<file path="src/rtl/prq_pkg.sv">
`timescale 1ns / 1ps

package prq_pkg;

    localparam int IN_W   = 16;
    localparam int OUT_W  = 8;
    localparam int TASK_W = 6;
    localparam int PRIO_W = 5;

    typedef enum logic [1:0] {
        ST_ENQ   = 2'd0,
        ST_DEQ   = 2'd1,
        ST_EMPTY = 2'd2,
        ST_BAD   = 2'd3
    } t_status;

    typedef enum logic {
        FN_ENQ = 1'b0,
        FN_DEQ = 1'b1
    } t_func;

    typedef enum logic [1:0] {
        S_IDLE,
        S_LVL,
        S_NXT
    } t_state;

    typedef enum logic {
        OP_INC,
        OP_DEC
    } t_cnt_op;

    typedef struct packed {
        logic full;
        logic last;
    } t_cnt_flags;

endpackage

</file>
<file path="src/rtl/prq_ram.sv">
`timescale 1ns / 1ps

module prq_ram #(
    parameter int WIDTH = 8,
    parameter int DEPTH = 32,
    parameter int AW    = $clog2(DEPTH)
) (
    input  logic             i_clk,
    input  logic             i_wr_en,
    input  logic [AW-1:0]    i_wr_addr,
    input  logic [WIDTH-1:0] i_wr_data,
    input  logic [AW-1:0]    i_rd_addr,
    output logic [WIDTH-1:0] o_rd_data
);

    logic [WIDTH-1:0] r_mem [DEPTH];
    logic [WIDTH-1:0] r_rd_data;

    always_ff @(posedge i_clk) begin
        if (i_wr_en) begin
            r_mem[i_wr_addr] <= i_wr_data;
        end
        r_rd_data <= r_mem[i_rd_addr];
    end

    assign o_rd_data = r_rd_data;

endmodule

</file>
<file path="src/rtl/prq_cnt_unit.sv">
`timescale 1ns / 1ps

module prq_cnt_unit #(
    parameter int TASKS = 64,
    parameter int CW    = $clog2(TASKS + 1)
) (
    input  prq_pkg::t_cnt_op    i_op,
    input  logic [CW-1:0]       i_count,
    output logic [CW-1:0]       o_result,
    output prq_pkg::t_cnt_flags o_flags
);

    assign o_result = (i_op == prq_pkg::OP_INC) ? i_count + CW'(1) : i_count - CW'(1);
    assign o_flags.full = (32'(i_count) >= TASKS);
    assign o_flags.last = (i_count == CW'(1));

endmodule

</file>
<file path="src/rtl/prq_prio_enc.sv">
`timescale 1ns / 1ps

module prq_prio_enc #(
    parameter int LEVELS = 32,
    parameter int LW     = $clog2(LEVELS)
) (
    input  logic [LEVELS-1:0] i_mask,
    output logic [LW-1:0]     o_level,
    output logic              o_any
);

    // Level zero is never marked, so the search starts at level one.
    always_comb begin
        o_level = '0;
        o_any   = 1'b0;
        for (int i = LEVELS - 1; i >= 1; i--) begin
            if (i_mask[i]) begin
                o_level = LW'(i);
                o_any   = 1'b1;
            end
        end
    end

endmodule

</file>
<file path="src/rtl/priority_ready_queue_scheduler.sv">
`timescale 1ns / 1ps
// An input word is accepted only in the idle state; its result word is loaded into the output
// register from the S_LVL state once that register is free.
// An enqueue or an empty or final dequeue occupies the block in S_LVL only, any other dequeue in
// S_LVL and then S_NXT, set by the registered reads of the level pointers and then of the task link memory.
// Reset is synchronous and active low: it clears the ready bitmap, the sequencer and the output
// valid flag; the pointer, count and link memories are not cleared.
module priority_ready_queue_scheduler #(
    parameter int LEVELS = 32,
    parameter int TASKS  = 64
) (
    input  logic                       i_clk,
    input  logic                       i_rst_n,
    input  logic                       i_s_tvalid,
    output logic                       o_s_tready,
    // func [0], task_id [6:1], priority_req [11:7], zero fill [15:12].
    input  logic [prq_pkg::IN_W-1:0]   i_s_tdata,
    output logic                       o_m_tvalid,
    input  logic                       i_m_tready,
    // status [1:0], out_task [7:2].
    output logic [prq_pkg::OUT_W-1:0]  o_m_tdata
);

    localparam int LW = $clog2(LEVELS);
    localparam int TW = $clog2(TASKS);
    localparam int CW = $clog2(TASKS + 1);

    prq_pkg::t_state     r_state, n_state;
    logic [LEVELS-1:0]   r_mask, n_mask;
    logic                r_m_tvalid, n_m_tvalid;
    logic [prq_pkg::OUT_W-1:0] r_m_tdata, n_m_tdata;

    prq_pkg::t_func      r_func;
    logic [TW-1:0]       r_task;
    logic [LW-1:0]       r_level;
    logic                r_bad;
    logic                r_none;

    prq_pkg::t_func              in_func;
    logic [prq_pkg::TASK_W-1:0]  in_task;
    logic [prq_pkg::PRIO_W-1:0]  in_prio;
    logic                        in_bad;
    logic                        accept;
    logic                        out_free;
    logic [LW-1:0]               enc_level;
    logic                        enc_any;
    logic [LW-1:0]               acc_level;
    logic [LW-1:0]               lvl_rd_addr;

    logic [TW-1:0]  head_rd, tail_rd, next_rd, head_wd;
    logic [CW-1:0]  cnt_rd, cnt_q, cnt_res;
    logic           head_we, tail_we, cnt_we, next_we;
    prq_pkg::t_cnt_op    cnt_op;
    prq_pkg::t_cnt_flags cnt_flags;

    assign in_func = prq_pkg::t_func'(i_s_tdata[0]);
    assign in_task = i_s_tdata[6:1];
    assign in_prio = i_s_tdata[11:7];
    assign in_bad  = (in_prio == '0) || (32'(in_prio) >= LEVELS) || (32'(in_task) >= TASKS);

    assign o_s_tready = (r_state == prq_pkg::S_IDLE);
    assign accept     = i_s_tvalid && o_s_tready;
    assign out_free   = !r_m_tvalid || i_m_tready;

    assign acc_level   = (in_func == prq_pkg::FN_ENQ) ? LW'(in_prio) : enc_level;
    assign lvl_rd_addr = (r_state == prq_pkg::S_IDLE) ? acc_level : r_level;
    assign cnt_q       = r_mask[r_level] ? cnt_rd : '0;
    assign cnt_op      = (r_func == prq_pkg::FN_ENQ) ? prq_pkg::OP_INC : prq_pkg::OP_DEC;
    assign head_wd     = (r_state == prq_pkg::S_NXT) ? next_rd : r_task;

    prq_prio_enc #(.LEVELS(LEVELS), .LW(LW)) u_enc (
        .i_mask  (r_mask),
        .o_level (enc_level),
        .o_any   (enc_any)
    );

    prq_cnt_unit #(.TASKS(TASKS), .CW(CW)) u_cnt_unit (
        .i_op     (cnt_op),
        .i_count  (cnt_q),
        .o_result (cnt_res),
        .o_flags  (cnt_flags)
    );

    prq_ram #(.WIDTH(TW), .DEPTH(LEVELS)) u_head_ram (
        .i_clk     (i_clk),
        .i_wr_en   (head_we),
        .i_wr_addr (r_level),
        .i_wr_data (head_wd),
        .i_rd_addr (lvl_rd_addr),
        .o_rd_data (head_rd)
    );

    prq_ram #(.WIDTH(TW), .DEPTH(LEVELS)) u_tail_ram (
        .i_clk     (i_clk),
        .i_wr_en   (tail_we),
        .i_wr_addr (r_level),
        .i_wr_data (r_task),
        .i_rd_addr (lvl_rd_addr),
        .o_rd_data (tail_rd)
    );

    prq_ram #(.WIDTH(CW), .DEPTH(LEVELS)) u_cnt_ram (
        .i_clk     (i_clk),
        .i_wr_en   (cnt_we),
        .i_wr_addr (r_level),
        .i_wr_data (cnt_res),
        .i_rd_addr (lvl_rd_addr),
        .o_rd_data (cnt_rd)
    );

    prq_ram #(.WIDTH(TW), .DEPTH(TASKS)) u_next_ram (
        .i_clk     (i_clk),
        .i_wr_en   (next_we),
        .i_wr_addr (tail_rd),
        .i_wr_data (r_task),
        .i_rd_addr (head_rd),
        .o_rd_data (next_rd)
    );

    always_ff @(posedge i_clk) begin
        if (!i_rst_n) begin
            r_state    <= prq_pkg::S_IDLE;
            r_mask     <= '0;
            r_m_tvalid <= 1'b0;
        end else begin
            r_state    <= n_state;
            r_mask     <= n_mask;
            r_m_tvalid <= n_m_tvalid;
        end
    end

    always_ff @(posedge i_clk) begin
        r_m_tdata <= n_m_tdata;
        if (accept) begin
            r_func  <= in_func;
            r_task  <= TW'(in_task);
            r_level <= acc_level;
            r_bad   <= in_bad;
            r_none  <= !enc_any;
        end
    end

    always_comb begin
        n_state    = r_state;
        n_mask     = r_mask;
        n_m_tvalid = r_m_tvalid && !i_m_tready;
        n_m_tdata  = r_m_tdata;
        head_we    = 1'b0;
        tail_we    = 1'b0;
        cnt_we     = 1'b0;
        next_we    = 1'b0;
        unique case (r_state)
            prq_pkg::S_IDLE: begin
                if (accept) begin
                    n_state = prq_pkg::S_LVL;
                end
            end
            prq_pkg::S_LVL: begin
                if (out_free) begin
                    n_m_tvalid = 1'b1;
                    n_state    = prq_pkg::S_IDLE;
                    if (r_func == prq_pkg::FN_ENQ) begin
                        if (r_bad || cnt_flags.full) begin
                            n_m_tdata = {6'b0, prq_pkg::ST_BAD};
                        end else begin
                            head_we         = (cnt_q == '0);
                            next_we         = (cnt_q != '0);
                            tail_we         = 1'b1;
                            cnt_we          = 1'b1;
                            n_mask[r_level] = 1'b1;
                            n_m_tdata       = {6'b0, prq_pkg::ST_ENQ};
                        end
                    end else if (r_none) begin
                        n_m_tdata = {6'b0, prq_pkg::ST_EMPTY};
                    end else begin
                        n_m_tdata = {6'(head_rd), prq_pkg::ST_DEQ};
                        cnt_we    = 1'b1;
                        if (cnt_flags.last) begin
                            n_mask[r_level] = 1'b0;
                        end else begin
                            n_state = prq_pkg::S_NXT;
                        end
                    end
                end
            end
            prq_pkg::S_NXT: begin
                head_we = 1'b1;
                n_state = prq_pkg::S_IDLE;
            end
            default: begin
                n_state = prq_pkg::S_IDLE;
            end
        endcase
    end

    assign o_m_tvalid = r_m_tvalid;
    assign o_m_tdata  = r_m_tdata;

endmodule

</file>
<file path="config.mk">
export PLATFORM = sky130hd
export DESIGN_NAME = priority_ready_queue_scheduler
export DESIGN_NICKNAME = d
export VERILOG_FILES = /design/src/rtl/prq_pkg.sv /design/src/rtl/prq_ram.sv /design/src/rtl/prq_cnt_unit.sv /design/src/rtl/prq_prio_enc.sv /design/src/rtl/priority_ready_queue_scheduler.sv
export SDC_FILE = /design/constraint.sdc
export NUM_CORES = 1
export LEC_CHECK = 0
export BUFFER_PORTS_ARGS = -buffer_cell sky130_fd_sc_hd__buf_2
export CAP_MARGIN = 40
export CELL_PAD_IN_SITES_DETAIL_PLACEMENT = 1
export CELL_PAD_IN_SITES_GLOBAL_PLACEMENT = 1
export CORE_ASPECT_RATIO = 0.5
export CORE_MARGIN = 3
export CORE_UTILIZATION = 30
export CTS_BUF_LIST = sky130_fd_sc_hd__clkbuf_8
export DETAILED_ROUTE_END_ITERATION = 6
export PLACE_DENSITY = 0.47
export SETUP_SLACK_MARGIN = 0.2
export SYNTH_ARGS = -nofsm -noshare
export SYNTH_HDL_FRONTEND = slang
export SYNTH_HIERARCHICAL = 1
export SYNTH_SLANG_ARGS = --single-unit
</file>
<file path="constraint.sdc">
create_clock -name i_clk -period 7.05 [get_ports i_clk]
set_input_delay 1.41 -clock i_clk [delete_from_list [all_inputs] [get_ports i_clk]]
set_output_delay 1.41 -clock i_clk [all_outputs]
set_load 0.02 [all_outputs]
</file>
# --- After elaboration in Yosys (flattened, before gate mapping) ---
# Memory sizes are Yosys's and may differ from the RTL's. A register that Yosys moved wholly into a read port is not among the register bits.
# Index checks and enable logic that the tools add are counted.
totals:
  register_bits: 57
  mem_bits_rw: 992
  input_bits: 20
  out_inout_bits: 10
  wordCells: 155
  memories: 4
classes:
  n_addsub: 2
  order_cmp: 3
  n_eq_ne: 8
  muxes: 111
  n_bitwise: 3
  reduce_logical: 15
memory_table:
  columns: ["memory", "words", "word_bits", "read_ports", "rd_ports_with_merged_regs", "wr", "line", "rtl"]
  rows:
  - ["u_next_ram.r_mem", 64, 6, 1, 1, 1, "prq_ram.sv:16", "logic [WIDTH-1:0] r_mem [DEPTH];"]
  - ["u_cnt_ram.r_mem", 32, 7, 1, 1, 1, "prq_ram.sv:16", null]
  - ["u_head_ram.r_mem", 32, 6, 1, 1, 1, "prq_ram.sv:16", null]
  - ["u_tail_ram.r_mem", 32, 6, 1, 1, 1, "prq_ram.sv:16", null]
ops:
  columns: ["operator", "count"]
  rows:
  - ["two-way mux 5 bit", 33]
  - ["two-way mux 32 bit", 4]
  - ["two-way mux 1 bit", 59]
  - ["AND 32 bit", 1]
  - ["NOT 32 bit", 1]
  - ["OR 32 bit", 1]
  - ["two-way mux 8 bit", 2]
  - ["two-way mux 7 bit", 2]
  - ["two-way mux 2 bit", 6]
  - ["adder 7 x 1 -> 7 bit, second input constant", 1]
  - ["== test 7 x 1 -> 1 bit, second input constant", 1]
  - ["greater-or-equal comparator 7 bit, second input constant", 1]
  - ["zero test 7 bit", 1]
  - ["nonzero test 7 bit", 1]
  - ["subtractor 7 x 1 -> 7 bit, second input constant", 1]
  - ["< comparator 5 x 6 -> 1 bit, second input constant", 1]
  - ["two-way mux 6 bit", 1]
  - ["inequality test 2 bit, second input constant", 3]
  - ["binary-select mux 1 bit (select 5 bit)", 1]
  - ["demux 1 bit (select 5 bit)", 1]
  - ["greater-or-equal comparator 5 x 1 -> 1 bit, second input constant", 1]
  - ["zero test 5 bit", 1]
  - ["AND reduction 5 bit", 1]
  - ["inequality test 2 x 1 -> 1 bit, second input constant", 2]
  - ["other kinds (9)", 15]

# --- Longest topological paths before layout ---
logic_depth:
  word_depth: 33
  depth_mapped: 17
  mapped_depth_nobuf: 13

# --- Cells and area by module ---
# The synthesis kept the hierarchy.
modules_own_cells:
  columns: ["mod", "n_inst", "cells_each", "area_per_inst_um2", "seq_area_each_um2"]
  rows:
  - ["prq_ram at u_next_ram", 1, 720, 15225.9, 11651.2]
  - ["prq_ram at u_head_ram ...", 2, 323, 7589.8, 5885.6]
  - ["prq_ram at u_cnt_ram", 1, 370, 8833.5, 6866.6]
  - ["priority_ready_queue_scheduler", 1, 275, 2917.8, 1361.3]
  - ["prq_prio_enc", 1, 70, 381.6, 0.0]
  - ["prq_cnt_unit", 1, 30, 264.0, 0.0]

# --- Worst setup path before layout ---
# No wires, ideal clock.
synth_path:
  kind: "register -> register"
  start: "reg r_level[2]"
  end: "mem u_head_ram/r_mem[28][0] (netlist name), enable pin"
  setup_ps: 350
  arrival_ps: 3656
  required_time_ps: 6700
  setup_slack_ps: 3045
  stages_incl_launch_ff: 15
  path_buffers: 4
  period_less_slack_ps: 4005
  cell_sequence: "edfxtp_1 -> clkbuf_1 -> buf_2 -> nor4_1 -> o31ai_1 -> o2111ai_1 -> and2_1 -> clkbuf_1 -> nor3_2 -> and3_1 -> o21ai_0 -> a21oi_1 -> or3b_2 -> clkbuf_1 -> nor2_1"
synth_rtl:
  columns: ["item", "line", "rtl"]
  rows:
  - ["start: declaration", "priority_ready_queue_scheduler.sv:35", "logic [LW-1:0] r_level;"]
  - ["start signal: assignment", "priority_ready_queue_scheduler.sv:137", "r_level <= acc_level;"]
  - ["end: declaration", "prq_ram.sv:16", null]

# --- Worst setup path in the final report ---
layout_path:
  start: "reg r_level[3]"
  end: "mem u_next_ram/r_mem[62][0] (netlist name), enable pin"
layout_between:
  elab_chain_len: 11
  elab_cells_between_ends: 12
  classes_between: "order compare: 1; mux: 9; reduce/logical: 2"
layout_lines:
  columns: ["item", "line", "rtl"]
  rows:
  - ["binary-select mux 1 bit (select 5 bit) (*)", "priority_ready_queue_scheduler.sv:67", "assign cnt_q = r_mask[r_level] ? cnt_rd : '0;"]
  - ["two-way mux 1 bit (not written as such) (*)", "priority_ready_queue_scheduler.sv:67", null]
  - ["two-way mux 7 bit (*)", "priority_ready_queue_scheduler.sv:67", null]
  - ["via cnt_q[6]", "priority_ready_queue_scheduler.sv:51", "logic [CW-1:0] cnt_rd, cnt_q, cnt_res;"]
  - ["greater-or-equal comparator 7 bit", "prq_cnt_unit.sv:14", "assign o_flags.full = (32'(i_count) >= TASKS);"]
  - ["logical OR 1 bit", "priority_ready_queue_scheduler.sv:163", "if (r_bad || cnt_flags.full) begin"]
  - ["two-way mux 1 bit (*)", "priority_ready_queue_scheduler.sv:163", null]
  - ["two-way mux 1 bit (*)", "priority_ready_queue_scheduler.sv:162", "if (r_func == prq_pkg::FN_ENQ) begin"]
  - ["two-way mux 1 bit (*)", "priority_ready_queue_scheduler.sv:159", "if (out_free) begin"]
  - ["two-way mux 1 bit (*)", "priority_ready_queue_scheduler.sv:152", "unique case (r_state)"]
  - ["via next_we", "priority_ready_queue_scheduler.sv:52", "logic head_we, tail_we, cnt_we, next_we;"]
  - ["two-way mux 1 bit (*)", "prq_ram.sv:20", "if (i_wr_en) begin"]
  - ["two-way mux 1 bit (not written as such) (*)", "prq_ram.sv:21", "r_mem[i_wr_addr] <= i_wr_data;"]
  - ["end: declaration", "prq_ram.sv:16", null]
# The timed path passes the listed nets; every way through them passes the cells marked *. The select of a mux whose other input is x is not followed.

==> out/summary.txt <==
Clk network pwr share: 0.348
Post-synth EDFFs: 1014
Minimum clock period: 5.190 ns
CTS Hold Bufs: 0
Mapped Cells: 2111
Post-Route WL: 109.8 mm
Iter 0 DRT Violations: 1258
Area added between synthesis and finish: 13.06%
Worst path cell trace: inv_1, o221ai_1, a22oi_1, o2111ai_1, buf_4, and2_1, nor3_2, and3_1, and3_1, nor2b_1, nand3_1, nor2_1
Remaining DRCs: 0
Gpl congestion: 0.7232
# resized after CTS: 0
Logic pwr share: 0.134
CTS tree: yes
Top post-synthesis cells by area: edfxtp_1 (71%), mux4_2 (15%), dfxtp_1 (2.8%)
Most frequent cells in the layout: edfxtp_1 (1014), mux4_2 (277), nor2_1 (191)
RSZ-0062 raised after global routing: no
Slowest stage delay, CP: 0.76 ns
Worst hold start: r_state[1]
Net Sw Power: 0.003741 W
Reg2reg start: r_level[3]
Gr ovfl total: 0
Post-synth top flop: edfxtp_1
Yosys cell types: 67
Sink Count: 1074
Crit Path Max Fanout: 23
PwrDens: 291.5 mW/mm^2
Top cell type's share of synthesized area: 0.7114
CP dominant cell by count: and3_1
H-tree levels: 4
Fraction of registers with async set/reset: 0
Initial Util: 0.3040
Die ar.: 0.1475 mm^2
Drt pass-1 iters: 5
Synthesized net count: 2137
Setup violators final: 0
Core Area: 0.1408 mm^2
Slew Viols, Final: 0
Antenna Nets Post-Route: 0
Setup CP Type: register to register
Clock root buffer: clkbuf_8
Critical path data arrival time: 5.66 ns
Flop pwr share: 0.518
Wire per inst: 25.76 um
Slowest cell on the critical path: edfxtp_1
R2R Setup Slk: 1.86 ns
Syn_area_per_cell: 20.28 um^2
Global-route wire length before repair: 161.1 mm
Largest net degree at the start of global routing: 97
Max-cap violations: 0
Die width: 540.2 um
HP Class: register to register
Finished Layout Cells: 4264
Commonest non-fill, non-tap cell in the layout: edfxtp_1
Placed cells: 3960
Hold depth: 2
Period utilization: 0.7362
Vias: 20820
Worst ir drop on vdd: 0.0001452 V
FF-to-FF End: u_next_ram/r_mem[62][0]
DP HPWL: 65.46 mm
CP endpoint kind: register
Cell-internal power: 0.01036 W
Final hold vios: 0
YS warnings: 6
NumNets Final: 2273
Worst-case hold path end point: r_state[1]
Synth Register Bits: 1074
Maximum operating frequency: 0.1927 GHz
Setup bufs post-CTS: 0
Cell Rows: 97
Skew-Pair Late Insertion Delay: 0.88 ns
Share of layout cells above drive strength 1: 0.2704
Critical Path Source Type: register
Setup Skew: 0.04871 ns
Leak: 14.84 nW
Initial antenna violation count: 3
Number of global-route vias before repair: 22640
Register area share after synthesis: 0.7395
Outcome: completed
Port Buf Inserts: 25
Total Routing Usage GR: 0.1496
R2r worst-path depth: 12
Clock Path Buffers: 3
Ports: 30
CP required: 7.52 ns
Net Sw Frac: 0.2652
Clock-pin slew on the worst setup and hold paths: 0.06 ns
Worst slew pin tran: 0.9093 ns
Num CTS Buffers: 166
Area leader, netlist: edfxtp_1
Vias per cell: 4.882
Setup_tns: 0 ns
Die H: 273.1 um
Synthesized cell area: 0.04280 mm^2
Slew HR: 0.3938
power by group through the flow:
| stage | Sequential (W) | Clock (W) | Combinational [W] |
|---|---|---|---|
| floorplan | 0.00740 | 0 | 0.00126 |
| global placement | 0.00745 | 0 | 0.00189 |
| detailed placement | 0.00744 | 0 | 0.00195 |
| CTS | 0.00731 | 0.00514 | 0.00195 |
| global route | 0.00731 | 0.00543 | 0.00205 |
| finish | 0.00730 | 0.00491 | 0.00189 |
kinds of logic (layout without fill, tap and decap cells):
logic type / count (synthesis) / in the layout / share of synthesized area
XOR/XNOR: 6 / 6 / 0.001228
flip-flops: 1074 / 1074 / 0.7395
adder cells (fa/ha/maj): 6 / 6 / 0.001754
AO/OA/AOI/OAI: 161 / 161 / 0.02874
buffers and inverters: 126 / 393 / 0.01611
other: 0 / 5 / 0
multiplexers: 355 / 355 / 0.1674
AND/OR/NAND/NOR: 383 / 383 / 0.04528
sequential cells by signal, indices dropped and copies added (netlist names), 2 cells and up, named ones only:
register              count
u_head_ram/o_rd_data      6
u_cnt_ram/r_mem         224
u_next_ram/r_mem        384
r_task                    6
u_tail_ram/o_rd_data      6
r_level                   5
u_head_ram/r_mem        192
r_state                   2
u_cnt_ram/o_rd_data       7
u_tail_ram/r_mem        192
o_m_tdata                 8
u_next_ram/o_rd_data      6
per-stage QoR:
stage                       util  total power, W  setup WS (ns)  hold WS (ns)  instance area (um^2)
after floorplan                -        0.008654          3.045        0.4905                 42800
after global placement    0.3204        0.009344          1.372        0.5162                 45100
after detailed placement  0.3220        0.009393          1.789        0.5248                 45330
after CTS                 0.3436         0.01440          1.769        0.5435                 48380
after global routing      0.3437         0.01479          1.404        0.5660                 48380
final                     0.3437         0.01410          1.860        0.5401                 48390
metal layers:
layer / global-route usage / vias to the layer above / part of all wire
met4: 0.04375 / 2 / 0.018
met5: 0 / - / 0.000082
met2: 0.2383 / 336 / 0.47
met3: 0.02922 / 137 / 0.037
li1: - / 9091 / -
met1: 0.2082 / 11250 / 0.47
cell type report:
cell class                 instances  area (um^2)
inverter                          18        67.56
fill                           13970        92390
antenna                            5        12.51
clock inverter                   122        609.3
multi-input combinational        911        10550
tap                             1881         2354
timing repair buffer              76        703.2
sequential                      1074        31660
clock buffer                     177         2436
how the worst max path moves through the flow:
stage | depth (start not counted) | to | start
floorplan | 14 | u_head_ram/r_mem[28][0] | r_level[2]
global placement | 13 | u_next_ram/r_mem[30][2] | r_level[1]
detailed placement | 12 | u_next_ram/r_mem[22][4] | r_level[3]
CTS | 12 | u_next_ram/r_mem[22][1] | r_level[3]
global route | 12 | u_next_ram/r_mem[62][1] | r_level[3]
finish | 12 | u_next_ram/r_mem[62][0] | r_level[3]
critical path: cells and delay by family (launching register included):
kind,cells,cell delay [ns]
buffers and inverters,2,0.63
AND/OR/NAND/NOR,7,2.84
flip-flops,1,0.76
AO/OA/AOI/OAI,3,0.56
synth_stat cells (all sizes together) (3+ instances only):
library cell     n
o22ai           13
a221oi           5
nor3            13
nor4            14
ha               6
a22oi            4
inv             18
clkbuf          55
o22a             6
and2            16
dfxtp           60
edfxtp        1014
or3b            15
nand3           29
xnor2            5
o211ai          34
o221ai          14
or3             10
o31ai           34
nand2b          12
buf             53
a32o             3
nand3b          24
nor2b           12
nand2           24
nand4b           3
nand4            4
o21ai           15
mux2            40
mux4           283
nor2           193
a211oi           9
a21oi           15
mux2i           32
Note: power is estimated with default switching activity, not from simulation.
